[src/hw/rtl/bmro_pkg.sv]
// ----------------------------------------------------------------------------
// bmro_pkg
// Types and constants shared by the windowed mean and rms block.
// ----------------------------------------------------------------------------
`default_nettype none

package bmro_pkg;

  localparam int SAMPLE_W  = 16;
  localparam int TICK_W    = 64;
  localparam int BS_W      = 11;
  localparam int OV_W      = 7;
  localparam int STEP_W    = 32;
  localparam int VSUM_W    = 27;
  localparam int SQSUM_W   = 41;
  localparam int PROD_W    = 18;
  localparam int RAD_W     = 32;
  localparam int ROOT_W    = 16;
  localparam int CNT_W     = 6;

  // overlap saturation and reciprocal of 100 for products below 2^18
  localparam logic [OV_W-1:0] OV_MAX      = 7'd99;
  localparam logic [18:0]     DIV100_MUL   = 19'd335545;
  localparam int              DIV100_SHIFT = 25;

  // last iteration index of the shared divider and the square root
  localparam logic [CNT_W-1:0] DIV_LAST  = 6'd40;
  localparam logic [CNT_W-1:0] SQRT_LAST = 6'd15;

  // cycles for the hop pipeline to settle after a register write
  localparam logic [1:0] SETTLE_CYCLES = 2'd2;

  typedef enum logic [1:0] {
    CFG_BLOCK_SIZE,
    CFG_OVERLAP,
    CFG_START_OFFSET,
    CFG_TICK_STEP
  } cfg_idx_e;

  typedef struct packed {
    logic signed [SAMPLE_W-1:0] sample_value;
    logic signed [TICK_W-1:0]   sample_tick;
  } in_item_t;

  typedef struct packed {
    logic signed [SAMPLE_W-1:0] mean_value;
    logic [SAMPLE_W-1:0]        rms_value;
    logic signed [TICK_W-1:0]   window_start;
    logic signed [TICK_W-1:0]   window_end;
  } out_item_t;

  typedef struct packed {
    logic signed [VSUM_W-1:0] vsum;
    logic [SQSUM_W-1:0]       sqsum;
    logic [TICK_W-1:0]        tick;
  } job_t;

  typedef struct packed {
    logic [BS_W-1:0]   blk;
    logic [STEP_W-1:0] step;
    logic [TICK_W-1:0] offset;
  } cfg_t;

  typedef enum logic [1:0] {
    F_ACC,
    F_DROP_RD,
    F_DROP_SUB
  } front_state_e;

  typedef enum logic [3:0] {
    B_IDLE,
    B_MUL,
    B_TA,
    B_TB,
    B_TC,
    B_TD,
    B_DIVM,
    B_DIVS,
    B_SQRT,
    B_OUT
  } back_state_e;

endpackage

`default_nettype wire

[src/hw/rtl/bmro_fifo.sv]
// ----------------------------------------------------------------------------
// bmro_fifo
// Two-entry queue of finished windows between the front and back parts.
// ----------------------------------------------------------------------------
`default_nettype none

module bmro_fifo (
  input  wire logic           clk,
  input  wire logic           rst_n,
  input  wire logic           push,
  input  wire bmro_pkg::job_t job_in,
  output logic                full,
  input  wire logic           pop,
  output bmro_pkg::job_t      job_out,
  output logic                empty
);
  import bmro_pkg::*;

  job_t       slot_r [2];
  logic       wr_ptr_r, rd_ptr_r;
  logic [1:0] count_r;

  assign full    = (count_r == 2'd2);
  assign empty   = (count_r == 2'd0);
  assign job_out = slot_r[rd_ptr_r];

  // entry storage
  always_ff @(posedge clk) begin
    if (push) begin
      slot_r[wr_ptr_r] <= job_in;
    end
  end

  // pointers and count
  always_ff @(posedge clk) begin
    if (!rst_n) begin
      wr_ptr_r <= 1'b0;
      rd_ptr_r <= 1'b0;
      count_r  <= 2'd0;
    end else begin
      if (push) begin
        wr_ptr_r <= !wr_ptr_r;
      end
      if (pop) begin
        rd_ptr_r <= !rd_ptr_r;
      end
      if (push && !pop) begin
        count_r <= count_r + 2'd1;
      end else if (pop && !push) begin
        count_r <= count_r - 2'd1;
      end
    end
  end

endmodule

`default_nettype wire

[config.mk]
export PLATFORM = sky130hd
export DESIGN_NAME = bmro_fifo
export DESIGN_NICKNAME = d
export VERILOG_FILES = /design/src/hw/rtl/bmro_pkg.sv /design/src/hw/rtl/bmro_fifo.sv
export SDC_FILE = /design/constraint.sdc
export NUM_CORES = 1
export LEC_CHECK = 0
export ABC_AREA = 1
export BUFFER_PORTS_ARGS = -buffer_cell sky130_fd_sc_hd__buf_4
export CORE_AREA = 5 5 164 151
export CTS_BUF_LIST = sky130_fd_sc_hd__clkbuf_8
export CTS_CLUSTER_DIAMETER = 200
export DETAILED_ROUTE_END_ITERATION = 12
export DIE_AREA = 0 0 169 156
export PLACE_DENSITY = 0.69
export SETUP_SLACK_MARGIN = 0.05
export SKIP_CTS_REPAIR_TIMING = 1
export SLEW_MARGIN = 25
export SYNTH_ARGS = -nofsm -noshare
export SYNTH_HDL_FRONTEND = slang
export SYNTH_SLANG_ARGS = --single-unit
[constraint.sdc]
create_clock -name clk -period 16.2 [get_ports clk]
set_input_delay 4.05 -clock clk [delete_from_list [all_inputs] [get_ports clk]]
set_output_delay 4.05 -clock clk [all_outputs]
set_load 0.02 [all_outputs]
---- After elaboration in Yosys (flattened, before gate mapping) ----
Memories as Yosys holds them, arrays and structs flattened. A register that Yosys moved wholly into a read port is not among the register bits.
Cells that the tools add are included.
storage, ports and cells
  register bits after elaboration ......... 4
  bits in writable memories ............... 264
  bits of input ports ..................... 136
  word-level logic and storage cells ...... 21
  memories ................................ 1
cells by class
  $add $sub $neg .......................... 2
  eq/ne operators ......................... 1
  mux-type cells .......................... 6
  reduce and logical (&&, ||, !) cells .... 8
memory list
  name    words  bits a word  read ports  clocked after memory_dff  wr ports  RTL line         source
  slot_r  2      132          1           1                         1         bmro_fifo.sv:19  job_t slot_r [2];
operators by type and width
  cell                 count
  $logic_not 1->1      4
  $mux 1               4
  $mux 2               2
  $add 2x1->2 const B  1
  $eq 2x2->1 const B   1
  $logic_and 1x1->1    2
  $logic_not 2->1      1
  $reduce_bool 2->1    1
  $sub 2x1->2 const B  1

---- Depth between registers and ports, before layout ----
  depth after elaboration ................. 4
  gate-level depth with buffers ........... 8
  depth with buffers taken out ............ 8

---- Worst setup path before layout ----
Ideal clock, no wire load.
  path kind ............................... input port to flip-flop
  start ................................... input push
  end ..................................... memory slot_r[0][0] (netlist name), enable pin
  setup time .............................. 0.628 ns
  arrival time ............................ 9.611 ns
  setup slack ............................. 5.961 ns
  stages .................................. 2
  cell sequence ........................... inv_1 > nor2_1
on the way
  word-level cells in the longest chain between the ends .. 2
ends and longest elaborated chain
  item                          RTL line         source
  start, declared               bmro_fifo.sv:10  input wire logic push,
  $mux 1                        bmro_fifo.sv:29  if (push) begin
  $mux 1 (implied by the code)  bmro_fifo.sv:30  slot_r[wr_ptr_r] <= job_in;
  end, declared                 bmro_fifo.sv:19
No other way between the ends.

==> impl_metrics.toml <==
[cells_and_area]
syn2layout_area_growth_pct = 30.26
final-seq-area_um2 = 8031
multiInputGateArea_um2 = 1892
nFillCells = 1716
finalInstanceArea_um2 = 13140
antennaDiodeCount = 0
final_cell_mix = "273 x buf_4, 264 x edfxtp_1, 80 x mux2_4"
nNetsFinal = 887
instances_no_fill = 1082
final_common_cell = "buf_4"
layout-drive-gt1-share_pct = 58.85

[cts]
numCtsBuffers = 43
clk_latency_ns = 0.51
cts_buffer_depth = 3
cts_sinks = 269
root_buffer = "clkbuf_8"
cts_tree = "yes"
clk_pin_slew_ns = 0.06
cts_max_level = 2

[route]
dr_total_vias = 5113
dr.pass1.iters = 4
post-route-drc-count = 0
avgViaCountPerCell = 4.726
routed_wl_mm = 20.20
drt_iter0_markers = 335
antenna_left = 0
wire_per_inst_um = 18.67

[grt]
grt-ovfl-total = 0
grt_use_total_pct = 14.66
grt_max_degree = 81
grt_antenna_before_repair = 0
grt_pass1_vias = 5608
grt_pass1_wl_mm = 30.08

[setup_path]
crit_arrival_ns = 2.56
critPathKind = "reg2out"
required_ns = 12.15
cp-end-kind = "output pin"
startpoint_type = "flop"
crit_path_max_fanout = 58

[timing]
maxSlewViolCount = 0
timing.fmax_mhz = 151.3
layout_min_cycle_time_ns = 6.609
fin_crit_sh_pct = 40.80
setup_viol = 0
max-slew-margin-rel_pct = 31.45
hold_viol = 0
tns_ns = 0
rsz0062_at_grt = "no"
fin_worst_skew_ns = 0.01297
tightest_slew_ns = 1.028

[placed_design]
place_area_um2 = 12390
dp.cells = 1007
place.gp.congestion = 0.7700
port_buffers = 269
dp_hpwl_mm = 13.85

[logic_synthesis]
synth.yosys.seq_area_share_pct = 79.61
ys_ff_latch = 269
syn_area_per_cell_um2 = 22.61
synthCells = 446
syn_nets = 583
ys_warn_count = 0
syn_area_um2 = 10080
yosysUniqueCellTypes = 15

[job]
maxCapViolations = 0

[die]
ioPinCount = 270
num_rows = 53
initial_core_util_pct = 44.07
die_height_um = 156
core_area_um2 = 22880
dieArea_um2 = 26360
die_x_um = 169

[power]
p_leak_nw = 5.175
power.density_nw_per_um2 = 115.2
ir_worst_vdd_v = 0.00007396

[worst_hold_path]
hold_class = "reg2reg"

[outcome]
outcome = "completed"
power by group:
part / total (mW) / internal (mW) / switching (mW)
Sequential: 0.818 / 0.807 / 0.0110
Combinational: 0.202 / 0.0995 / 0.102
Clock: 0.493 / 0.255 / 0.238
sequential cells by signal (all words and copies together) (netlist names), named ones only:
signal and cells:
count_r 2, slot_r 264, rd_ptr_r 1, wr_ptr_r 1
path summary, 6_finish.rpt:
check	slack (ns)	to	depth (start not counted)	startpoint
worst min-delay path	0.52	rd_ptr_r	2	rd_ptr_r
worst max register to register	14.06	slot_r[1][120]	3	wr_ptr_r
worst max-delay path	9.59	job_out[28]	3	flop
worst min register to register	0.52	rd_ptr_r	2	rd_ptr_r
metrics by stage:
stage | setup slack [ns] | hold slack [ns] | power, mW | util (%)
final | 9.591 | 0.5165 | 1.513 | 57.41
after CTS | 9.517 | 0.5184 | 1.537 | 57.40
after global routing | 9.468 | 0.5645 | 1.578 | 57.41
after detailed placement | 10.06 | 0.5042 | 1.037 | 54.17
after floorplan | 5.961 | 0.4635 | 0.9487 | -
after global placement | 10.16 | 0.4825 | 1.030 | 54.17
cell families (layout without fill, tap and decap cells):
group,count (synthesis),in the layout,synth area share (%)
adder cells (fa/ha/maj),1,1,0.1241
AO/OA/AOI/OAI,2,2,0.09917
AND/OR/NAND/NOR,19,19,0.7445
buffers and inverters,23,357,1.700
flip-flops,269,269,79.61
multiplexers,132,132,17.72
final cells by class:
type,instances,area share [%]
Clock buffer,45,4.715
Clock inverter,30,0.9049
Inverter,8,0.2667
Multi-Input combinational cell,154,14.40
Sequential cell,269,61.14
Tap cell,302,2.877
Timing Repair Buffer,274,15.69
worst max-delay path, stage by stage, from the launching register on:
cell	delay (ns)
dfxtp_4	0.60
buf_4	0.74
mux2_2	0.44
buf_4	0.16
per-layer routing:
layer / routed length, µm / up-vias / track usage [%]
met5: 0 / - / 0
met4: 342 / 0 / 4.484
met3: 2038 / 32 / 5.371
met2: 9676 / 230 / 24.31
met1: 8144 / 2488 / 18.18
li1: - / 2363 / -
Yosys cell counts:
library cell	number	area (µm²)
a21oi_1	1	5.000
buf_2	5	25.02
buf_6	9	101.4
buf_8	1	15.01
dfxtp_1	5	100.1
edfxtp_1	264	7928
ha_1	1	12.51
inv_1	8	30.03
mux2_2	52	585.6
mux2_4	80	1201
nand2_1	8	30.03
nand3_1	1	5.000
nand4_1	1	6.260
nor2_1	9	33.78
o21ai_0	1	5.000
No activity file was read; power rests on OpenSTA's default activity.
